`src/rtl/ascii_frame_checksum_receiver_macros.svh`:
```
// Assertion macros shared by the receiver's modules.
`ifndef ASCII_FRAME_CHECKSUM_RECEIVER_MACROS_SVH
`define ASCII_FRAME_CHECKSUM_RECEIVER_MACROS_SVH

// The consequent must hold in the same cycle as the antecedent.
`define AFCR_ASSERT_NOW(label, clk, rstn, ante, cons) \
    label: assert property (@(posedge clk) disable iff (!(rstn)) (ante) |-> (cons)) \
        else $error("afcr assertion failed");

// The consequent must hold in the cycle after the antecedent.
`define AFCR_ASSERT_NEXT(label, clk, rstn, ante, cons) \
    label: assert property (@(posedge clk) disable iff (!(rstn)) (ante) |=> (cons)) \
        else $error("afcr assertion failed");

`endif

```
`src/rtl/afcr_pkg.sv`:
```
package afcr_pkg;

    localparam int MAX_FRAME   = 8192;
    localparam int COUNT_W     = $clog2(MAX_FRAME + 1);
    localparam int FRAME_LEN_W = 14;
    localparam int SUM_W       = 16;
    localparam int BYTE_W      = 8;
    localparam int TAIL_LEN    = 4;
    // Body bytes start being summed once the checksum window is full.
    localparam int SUM_START   = TAIL_LEN + 1;

    localparam logic [BYTE_W-1:0] SOF_CHAR = 8'h7E;
    localparam logic [BYTE_W-1:0] EOF_CHAR = 8'h0D;

    typedef enum logic [1:0] {
        STATUS_OK        = 2'd0,
        STATUS_MISMATCH  = 2'd1,
        STATUS_MALFORMED = 2'd2,
        STATUS_OVERFLOW  = 2'd3
    } status_t;

    typedef struct packed {
        status_t                  status;
        logic [SUM_W-1:0]         computed_sum;
        logic [SUM_W-1:0]         received_sum;
        logic [FRAME_LEN_W-1:0]   frame_length;
    } result_t;

    // Returns {invalid, nibble} for one ASCII hex character.
    function automatic logic [4:0] hex_decode(input logic [BYTE_W-1:0] ch);
        logic [BYTE_W-1:0] diff;
        logic [4:0]        res;
        res = 5'b1_0000;
        if (ch >= 8'h30 && ch <= 8'h39) begin
            diff = ch - 8'h30;
            res  = {1'b0, diff[3:0]};
        end else if (ch >= 8'h41 && ch <= 8'h46) begin
            diff = ch - 8'h37;
            res  = {1'b0, diff[3:0]};
        end else if (ch >= 8'h61 && ch <= 8'h66) begin
            diff = ch - 8'h57;
            res  = {1'b0, diff[3:0]};
        end else begin
            diff = '0;
            res  = {1'b1, diff[3:0]};
        end
        return res;
    endfunction

endpackage

```
`src/rtl/ascii_frame_checksum_receiver.sv`:
```
// ASCII frame checksum receiver.
// The input channel (s_valid, s_ready, s_rx_byte) carries one received byte per beat.
// Bytes outside a frame are dropped until '~' opens one; '\r' closes it. The last four
// body characters are read as a hex checksum and compared with the two's complement
// of the 16-bit sum of the other body bytes.
// The result channel (m_valid, m_ready, m_frame_status, m_computed_sum,
// m_received_sum, m_frame_length) carries one beat per closed or overflowed frame.
// Throughput: one byte per cycle, sustained, while results are taken.
// A closing byte is held in the input register, then evaluated by the combinational
// frame logic, and its result is loaded into the result register that drives the
// outputs.
// A frame longer than MAX_FRAME bytes reports overflow on the first excess byte,
// which is dropped, and the receiver goes back to hunting for '~'.
// Reset (aresetn low, synchronous) empties both registers and returns to hunting.
// When the result side stalls with a result held, the input register fills and
// s_ready stays low until that result is taken; no beat is lost.
module ascii_frame_checksum_receiver (
    input  logic                              aclk,
    input  logic                              aresetn,
    input  logic                              s_valid,
    output logic                              s_ready,
    input  logic [afcr_pkg::BYTE_W-1:0]       s_rx_byte,
    output logic                              m_valid,
    input  logic                              m_ready,
    output logic [1:0]                        m_frame_status,
    output logic [afcr_pkg::SUM_W-1:0]        m_computed_sum,
    output logic [afcr_pkg::SUM_W-1:0]        m_received_sum,
    output logic [afcr_pkg::FRAME_LEN_W-1:0]  m_frame_length
);
    import afcr_pkg::*;

    logic              advance;
    logic              byte_valid;
    logic [BYTE_W-1:0] byte_data;
    logic              step;
    logic              res_valid;
    result_t           res;

    assign advance = !m_valid || m_ready;
    assign step    = byte_valid && advance;

    afcr_input_stage u_input (
        .aclk       (aclk),
        .aresetn    (aresetn),
        .s_valid    (s_valid),
        .s_ready    (s_ready),
        .s_rx_byte  (s_rx_byte),
        .advance    (advance),
        .byte_valid (byte_valid),
        .byte_data  (byte_data)
    );

    afcr_frame_tracker u_tracker (
        .aclk      (aclk),
        .aresetn   (aresetn),
        .step      (step),
        .byte_data (byte_data),
        .res_valid (res_valid),
        .res       (res)
    );

    afcr_output_stage u_output (
        .aclk           (aclk),
        .aresetn        (aresetn),
        .load           (res_valid),
        .res            (res),
        .m_ready        (m_ready),
        .m_valid        (m_valid),
        .m_frame_status (m_frame_status),
        .m_computed_sum (m_computed_sum),
        .m_received_sum (m_received_sum),
        .m_frame_length (m_frame_length)
    );

endmodule

```
`src/rtl/afcr_input_stage.sv`:
```
module afcr_input_stage (
    input  logic                           aclk,
    input  logic                           aresetn,
    input  logic                           s_valid,
    output logic                           s_ready,
    input  logic [afcr_pkg::BYTE_W-1:0]    s_rx_byte,
    input  logic                           advance,
    output logic                           byte_valid,
    output logic [afcr_pkg::BYTE_W-1:0]    byte_data
);
    import afcr_pkg::*;

    logic              valid_reg;
    logic              valid_next;
    logic [BYTE_W-1:0] byte_reg;

    // The held beat is consumed whenever the next stage advances.
    assign s_ready    = !valid_reg || advance;
    assign valid_next = s_ready ? s_valid : valid_reg;

    always_ff @(posedge aclk) begin
        if (!aresetn) begin
            valid_reg <= 1'b0;
        end else begin
            valid_reg <= valid_next;
        end
    end

    always_ff @(posedge aclk) begin
        if (s_valid && s_ready) begin
            byte_reg <= s_rx_byte;
        end
    end

    assign byte_valid = valid_reg;
    assign byte_data  = byte_reg;

endmodule

```
`src/rtl/afcr_frame_tracker.sv`:
```
`include "ascii_frame_checksum_receiver_macros.svh"

module afcr_frame_tracker (
    input  logic                           aclk,
    input  logic                           aresetn,
    input  logic                           step,
    input  logic [afcr_pkg::BYTE_W-1:0]    byte_data,
    output logic                           res_valid,
    output afcr_pkg::result_t              res
);
    import afcr_pkg::*;

    logic               in_frame_reg;
    logic               in_frame_next;
    logic [COUNT_W-1:0] count_reg;
    logic [COUNT_W-1:0] count_next;
    logic [COUNT_W-1:0] count_inc;
    logic [SUM_W-1:0]   sum_reg;
    logic [SUM_W-1:0]   sum_next;
    logic [SUM_W-1:0]   comp_sum;
    logic [BYTE_W-1:0]  tail_reg [TAIL_LEN];
    logic               tail_shift;
    logic [4:0]         hex_dec [TAIL_LEN];
    logic               hex_bad;
    logic [SUM_W-1:0]   hex_value;
    logic               full;

    assign count_inc = count_reg + COUNT_W'(1);
    assign comp_sum  = SUM_W'(~sum_reg + SUM_W'(1));
    assign full      = (count_reg >= COUNT_W'(MAX_FRAME));

    // The oldest character of the window is the most significant digit.
    always_comb begin
        hex_bad   = 1'b0;
        hex_value = '0;
        for (int i = 0; i < TAIL_LEN; i++) begin
            hex_dec[i] = hex_decode(tail_reg[i]);
            hex_bad    = hex_bad | hex_dec[i][4];
            hex_value[SUM_W-1-4*i -: 4] = hex_dec[i][3:0];
        end
    end

    always_comb begin
        in_frame_next    = in_frame_reg;
        count_next       = count_reg;
        sum_next         = sum_reg;
        tail_shift       = 1'b0;
        res_valid        = 1'b0;
        res.status       = STATUS_OK;
        res.computed_sum = comp_sum;
        res.received_sum = '0;
        res.frame_length = FRAME_LEN_W'(count_inc);
        if (step) begin
            if (!in_frame_reg) begin
                if (byte_data == SOF_CHAR) begin
                    in_frame_next = 1'b1;
                    count_next    = COUNT_W'(1);
                    sum_next      = '0;
                end
            end else if (full) begin
                // The offending byte is dropped, whatever it is.
                res_valid        = 1'b1;
                res.status       = STATUS_OVERFLOW;
                res.computed_sum = '0;
                res.frame_length = FRAME_LEN_W'(count_reg);
                in_frame_next    = 1'b0;
                count_next       = '0;
                sum_next         = '0;
            end else if (byte_data == EOF_CHAR) begin
                res_valid     = 1'b1;
                in_frame_next = 1'b0;
                count_next    = '0;
                sum_next      = '0;
                if (count_reg < COUNT_W'(SUM_START)) begin
                    res.status = STATUS_MALFORMED;
                end else if (hex_bad) begin
                    res.status = STATUS_MALFORMED;
                end else begin
                    res.received_sum = hex_value;
                    res.status = (hex_value == comp_sum) ? STATUS_OK : STATUS_MISMATCH;
                end
            end else begin
                count_next = count_inc;
                tail_shift = 1'b1;
                if (count_reg >= COUNT_W'(SUM_START)) begin
                    sum_next = sum_reg + SUM_W'(tail_reg[0]);
                end
            end
        end
    end

    always_ff @(posedge aclk) begin
        if (!aresetn) begin
            in_frame_reg <= 1'b0;
            count_reg    <= '0;
            sum_reg      <= '0;
        end else begin
            in_frame_reg <= in_frame_next;
            count_reg    <= count_next;
            sum_reg      <= sum_next;
        end
    end

    always_ff @(posedge aclk) begin
        if (tail_shift) begin
            for (int i = 0; i < TAIL_LEN - 1; i++) begin
                tail_reg[i] <= tail_reg[i + 1];
            end
            tail_reg[TAIL_LEN - 1] <= byte_data;
        end
    end

    `AFCR_ASSERT_NOW(a_result_in_frame, aclk, aresetn, res_valid, in_frame_reg && step)
    `AFCR_ASSERT_NEXT(a_result_ends_frame, aclk, aresetn, res_valid, !in_frame_reg && count_reg == '0)
    `AFCR_ASSERT_NOW(a_ok_matches, aclk, aresetn, res_valid && res.status == STATUS_OK,
                     res.received_sum == res.computed_sum)
    `AFCR_ASSERT_NOW(a_count_bound, aclk, aresetn, in_frame_reg,
                     count_reg != '0 && count_reg <= COUNT_W'(MAX_FRAME))

endmodule

```
`src/rtl/afcr_output_stage.sv`:
```
`include "ascii_frame_checksum_receiver_macros.svh"

module afcr_output_stage (
    input  logic                              aclk,
    input  logic                              aresetn,
    input  logic                              load,
    input  afcr_pkg::result_t                 res,
    input  logic                              m_ready,
    output logic                              m_valid,
    output logic [1:0]                        m_frame_status,
    output logic [afcr_pkg::SUM_W-1:0]        m_computed_sum,
    output logic [afcr_pkg::SUM_W-1:0]        m_received_sum,
    output logic [afcr_pkg::FRAME_LEN_W-1:0]  m_frame_length
);
    import afcr_pkg::*;

    logic    valid_reg;
    logic    valid_next;
    result_t res_reg;

    always_comb begin
        valid_next = valid_reg;
        if (load) begin
            valid_next = 1'b1;
        end else if (m_ready) begin
            valid_next = 1'b0;
        end
    end

    always_ff @(posedge aclk) begin
        if (!aresetn) begin
            valid_reg <= 1'b0;
        end else begin
            valid_reg <= valid_next;
        end
    end

    always_ff @(posedge aclk) begin
        if (load) begin
            res_reg <= res;
        end
    end

    assign m_valid        = valid_reg;
    assign m_frame_status = res_reg.status;
    assign m_computed_sum = res_reg.computed_sum;
    assign m_received_sum = res_reg.received_sum;
    assign m_frame_length = res_reg.frame_length;

    // A new result may only overwrite a slot that is empty or being taken.
    `AFCR_ASSERT_NOW(a_no_overwrite, aclk, aresetn, load, !valid_reg || m_ready)
    `AFCR_ASSERT_NEXT(a_load_shows, aclk, aresetn, load, valid_reg)
    `AFCR_ASSERT_NEXT(a_hold_unless_taken, aclk, aresetn, valid_reg && !m_ready && !load,
                      valid_reg)

endmodule

```
`config.mk`:
```
export PLATFORM = sky130hd
export DESIGN_NAME = ascii_frame_checksum_receiver
export DESIGN_NICKNAME = d
export VERILOG_FILES = /design/src/rtl/afcr_pkg.sv /design/src/rtl/ascii_frame_checksum_receiver.sv /design/src/rtl/afcr_input_stage.sv /design/src/rtl/afcr_frame_tracker.sv /design/src/rtl/afcr_output_stage.sv
export VERILOG_INCLUDE_DIRS = /design/src /design/src/rtl
export SDC_FILE = /design/constraint.sdc
export NUM_CORES = 1
export LEC_CHECK = 0
export BUFFER_PORTS_ARGS = -buffer_cell sky130_fd_sc_hd__buf_2
export CORE_MARGIN = 5
export CORE_UTILIZATION = 41
export DETAILED_ROUTE_END_ITERATION = 8
export PLACE_DENSITY = 0.68
export SYNTH_ARGS = -nofsm -noshare
export SYNTH_HDL_FRONTEND = slang
export SYNTH_SLANG_ARGS = --single-unit
```
`constraint.sdc`:
```
create_clock -name aclk -period 5.36 [get_ports aclk]
set_clock_uncertainty 0.15 [all_clocks]
set_input_delay 0 -clock aclk [delete_from_list [all_inputs] [get_ports aclk]]
set_output_delay 0 -clock aclk [all_outputs]
set_load 0.05 [all_outputs]
```
# ---- After elaboration in Yosys (flattened, before gate mapping)
# Memory sizes are Yosys's and may differ from the RTL's.
# Index checks and enable logic that the tools add are counted.
# W data, S select, Z words.
dict set report totals {
  register_bits 89
  ram_bits 32
  output_inout_bits 50
  memories 1
}
# memory depth width rd rd_clocked_by_memory_dff write_ports line
set memory_table {}
lappend memory_table {u_tracker.tail_reg 4 8 4 0 4 afcr_frame_tracker.sv:21} ;# logic [BYTE_W-1:0] tail_reg [TAIL_LEN];
dict set report classes {
  n_addsub 15
  magnitude_cmp 27
  n_eq_ne 4
  mux 48
  bitwise 7
  reduce_logical 24
}
# cell n
set op_table {}
lappend op_table {{$mux W16} 10}
lappend op_table {{$mux W46} 2}
lappend op_table {{$mux W14} 5}
lappend op_table {{$ge A8 B7 Y1 const B} 8}
lappend op_table {{$le A8 B7 Y1 const B} 8}
lappend op_table {{$mux W5} 12}
lappend op_table {{$ge A8 B6 Y1 const B} 4}
lappend op_table {{$le A8 B6 Y1 const B} 4}
lappend op_table {{$sub A4 B3 Y4 const B} 8}
lappend op_table {{$add A16 B1 Y16 const B} 1}
lappend op_table {{$add A16 B8 Y16} 1}
lappend op_table {{$eq A16 B16 Y1} 1}
lappend op_table {{$not A16 Y16} 1}
lappend op_table {{$sub A4 B1 Y4 const B} 4}
lappend op_table {{$mux W1} 15}
lappend op_table {{$add A14 B1 Y14 const B} 1}
lappend op_table {{$ge A14 B14 Y1 const B} 1}
lappend op_table {{$ge A14 B3 Y1 const B} 1}
lappend op_table {{$logic_and A1 B1 Y1} 14}
lappend op_table {{$lt A14 B3 Y1 const B} 1}
lappend op_table {{$eq A8 B4 Y1 const B} 1}
lappend op_table {{$eq A8 B7 Y1 const B} 1}
lappend op_table {{$mux W2} 4}
lappend op_table {{$reduce_or A6 Y1} 1}
lappend op_table {{8 further kinds} 16}

# ---- Depth between registers and ports, before layout
# An unclocked memory read counts as a cell.
dict set report logic_depth {
  ltp_word 15
  depth_mapped 10
  ltp_nobuf 10
}

# ---- Cells and area by module
# Synthesis repeated with hierarchy kept, for this count alone.
dict set report unflattened {
  hier_cells 570
  hier_area_um2 6239.7
}
# mod instances cells_each area_per_inst_um2 seq_area_each_um2
set by_module_without_submodules {}
lappend by_module_without_submodules {afcr_frame_tracker 1 504 4436.8 1581.5}
lappend by_module_without_submodules {afcr_output_stage 1 51 1482.7 1461.4}
lappend by_module_without_submodules {afcr_input_stage 1 13 297.8 260.2}
lappend by_module_without_submodules {ascii_frame_checksum_receiver 1 2 22.5 0.0}

# ---- Least setup slack after synthesis
# Ideal clock, no wire load.
dict set report synth_timing {
  kind {register to register}
  from {reg u_input.byte_reg[4], in the netlist u_input.byte_data[4]}
  to {reg u_output.res_reg, in the netlist u_output.m_computed_sum[0], enable pin}
  setup_ns 0.457
  arrival_ns 3.041
  t_required_ns 4.753
  slack_ns 1.713
  path_stages_with_launch 4
  path_buffers 0
  cell_sequence {edfxtp_1 -> nor4b_1 -> a31oi_1 -> nor2_1}
}
dict set report synth_via {
  elab_chain_cells 5
}
# item line
set synth_rtl {}
lappend synth_rtl {{start, declared} afcr_input_stage.sv:15} ;# logic [BYTE_W-1:0] byte_reg;
lappend synth_rtl {{start signal, assigned} afcr_input_stage.sv:31} ;# byte_reg <= s_rx_byte;
lappend synth_rtl {{$eq A8 B4 Y1} afcr_frame_tracker.sv:69} ;# end else if (byte_data == EOF_CHAR) begin
lappend synth_rtl {{$mux W1} afcr_frame_tracker.sv:69}
lappend synth_rtl {{$mux W1} afcr_frame_tracker.sv:60} ;# end else if (full) begin
lappend synth_rtl {{$mux W1} afcr_frame_tracker.sv:54} ;# if (!in_frame_reg) begin
lappend synth_rtl {{$mux W1} afcr_frame_tracker.sv:53} ;# if (step) begin
lappend synth_rtl {{via res_valid} ascii_frame_checksum_receiver.sv:36} ;# logic res_valid;
lappend synth_rtl {{end signal, assigned} afcr_output_stage.sv:40} ;# res_reg <= res;
lappend synth_rtl {{end, declared} afcr_output_stage.sv:19} ;# result_t res_reg;
# The timed path passes the listed nets, and every way through them passes these cells.
# A chain may end at the register's enable or synchronous reset.

==> impl_metrics.yaml <==
synthesis:
  synth_edf_count: 88
  synth_area_leaders: "edfxtp_1, dfxtp_1, xnor2_1"
  synth_largest_area_cell: "edfxtp_1"
  synth_area_sq_mm: 0.00622
  ys_ff_latch: 121
  synth_top_area_share_pct: 42.5
  synth.most_common_cell: "edfxtp_1"
  ys_warn_count: 0
  ys_async_sr_fraction_pct: 0
  postSynthAreaPerCell_sq_um: 11.0
  syn-num-nets: 606
  synth-seq-area-share_pct: 53.1
  synthCells: 565
  yosys-top-cells-count: "edfxtp_1, nor2_1, nand2_1"
  synthFlopType: "edfxtp_1"
  yosysUniqueCellTypes: 59
worst_setup_path:
  path_max_fanout: 8
  slowest_delay_ns: 0.83
  cp_cell_sequence: "inv_1, ha_1, o21bai_1, a2111oi_1, nand2_1, o21ai_0, xor2_1, nand4_1, nor4b_2, a31oi_1"
  required_ns: 5.35
  critPathKind: "flop to flop"
  rrSetupSlack_ns: 2.18
  setup.worst_path.start_class: "flop"
  r2r_cells: 10
  cpMaxStageDelayCell: "a2111oi_1"
  timing.rr.start: "u_tracker.tail_reg[0][1]"
  reg2reg_to: "u_output.m_frame_status[0]"
  endpoint_kind: "flop"
  critPathArrivalTime_ns: 3.16
timing:
  fmax_mhz: 315
  maxSlewHeadroom_pct: 25.3
  timing.final.crit_share_pct: 59.3
  rsz0062_at_grt: "no"
  max_slew.worst_pin.slew_ns: 1.09
  setup_ws_ns: 2.18
  finalHoldViolations: 0
  setup_violations: 0
  maxSlewViolCount: 0
  fin_tns_setup_ns: 0
  min_period_ns: 3.18
placed_design:
  place_congestion: 0.883
  pre_cts_slack_ns: 2.23
  dp_hpwl_um: 9640
  port_buffers: 61
power:
  seqPwrFrac_pct: 44.5
  switching_share_pct: 18.2
  comb_power_share_pct: 1.0
  worst_ir_drop_vdd_uv: 210
  powerDensity_mw_per_mm2: 300
  leakagePower_uw: 0.00263
  pwr-share-clk_pct: 54.5
  p_int_uw: 1850
  p_sw_uw: 411
cts:
  root_buffer: "clkbuf_16"
  clk_latency_ns: 0.42
  htree_levels: 4
  cts_tree: "done"
  path_clk_slew_ns: 0.06
  cts_buffers: 17
  cts_resized: 0
  clk_path_buf_depth: 2
  clock_sinks: 121
die:
  die_w_um: 133
  io_pins: 62
  die_h_um: 133
  coreArea_sq_mm: 0.0150
  start_util_pct: 41.4
  row_count: 45
  die_area_sq_mm: 0.0177
final_layout:
  n_fill_cell: 1310
  final_nets: 689
  area_growth_pct: 20.8
  antenna_cells: 0
  largest_reg_flops: 32
  drive_gt1_share_pct: 16.9
drt:
  drt_pre_antenna_iters: 5
  vias: 4423
  drt_iter0_markers: 285
  route.detailed.drc: 0
  avgRoutedWirePerCell_um: 15.9
  wl_um: 13500
  via_per_inst: 5.21
  ant_nets: 0
global_route:
  grt_overflow: 0
  grt_pass1_vias: 4385
  grt_start_max_net_pins: 51
  grt_antenna_before_repair: 0
  grt_pass1_wl_um: 22400
  globalRouteTotalUtil_pct: 16.0
min_path:
  hold_depth: 2
  hp-class: "input port to flop"
  min_from: "s_rx_byte[0]"
  whs_endpoint: "u_input.byte_data[0]"
flow_run:
  maxCapViolations: 0
outcome:
  status: "finished, final reports clean"
[metal layers]
layer	routed length [um]	GRT usage, %	share of wire (%)
met1	6020	20.5	45
met2	6380	24.9	47
met3	896	5.02	6.6
met4	196	7.20	1.5
met5	0	0	0
[per-stage QoR]
step                      std cells  hold WS, ns  total power, uW  util, %  area [sq um]
final                           849        0.137             2260     50.0          7510
after global routing            849        0.126             2330     50.0          7510
after CTS                       849        0.118             2280     50.0          7510
after detailed placement        803       0.0286             1040     44.8          6730
after global placement          803       0.0304             1040     44.8          6730
after floorplan                 565      -0.0511             1030        -          6220
[cells in the final DEF, fill, tap and decap left out, drive strengths merged, types with 23 or more instances in the layout]
cell type  count
edfxtp        88
o21ai         28
inv           23
dfxtp         33
nand2         45
buf           64
a21oi         25
nor2          54
ha            28
xnor2         42
[worst max-delay path: cells and delay by family (launching register included)]
family / cells / cell delay (ns)
AOI/OAI and AO/OA: 4 / 1.22
DFF: 1 / 0.52
and+or+nand+nor: 3 / 0.49
adders and majority gates: 1 / 0.19
xor gates and xnor gates: 1 / 0.19
buffers and inverters: 1 / 0.14
[worst max-delay path by stage]
stage,to,startpoint,cells past startpoint
2_1_floorplan,u_output.m_computed_sum[0],u_input.byte_data[4],3
3_3_place_gp,u_tracker.sum_reg[15],u_tracker.tail_reg[0][1],9
3_5_place_dp,u_output.m_received_sum[14],u_tracker.tail_reg[0][1],8
4_1_cts,u_output.m_received_sum[9],u_tracker.tail_reg[0][1],8
5_1_grt,u_output.m_received_sum[14],u_tracker.tail_reg[0][1],8
6_report,u_output.m_frame_status[0],u_tracker.tail_reg[0][1],10
[logic make-up (layout without fill, tap and decap cells)]
family / Yosys count / in the layout / share of synthesized area [%]
buf+inv: 38 / 134 / 2.37
simple gates: 216 / 216 / 19.0
compound gates: 101 / 101 / 10.9
xor+xnor: 57 / 57 / 8.15
mux: 3 / 3 / 0.483
fa+ha+maj: 29 / 29 / 5.96
flops: 121 / 121 / 53.1
[power groups by stage]
stage          Sequential (uW)  Clock [uW]  Combinational (uW)
6_report                  1000        1230                21.7
5_1_grt                   1000        1300                24.3
4_1_cts                   1000        1250                21.6
3_5_place_dp              1020           0                14.4
3_3_place_gp              1020           0                14.0
2_1_floorplan             1020           0                7.81
[final cells by class]
| type | count | area [sq um] | share of cell area, % |
|---|---|---|---|
| flip-flops and latches | 121 | 3300 | 44.0 |
| multi-input cells | 406 | 2780 | 36.9 |
| repair buffers | 78 | 468 | 6.23 |
| clock buffers | 19 | 443 | 5.89 |
| well taps | 188 | 235 | 3.13 |
| clock inverters | 13 | 200 | 2.66 |
| inverters | 24 | 90.1 | 1.20 |
[repair_timing]
item,CTS,global route
hold endpoints to repair,39,0
hold buffers,14,0
buffers inserted,0,0
Note: power is estimated with default switching activity, not from simulation.
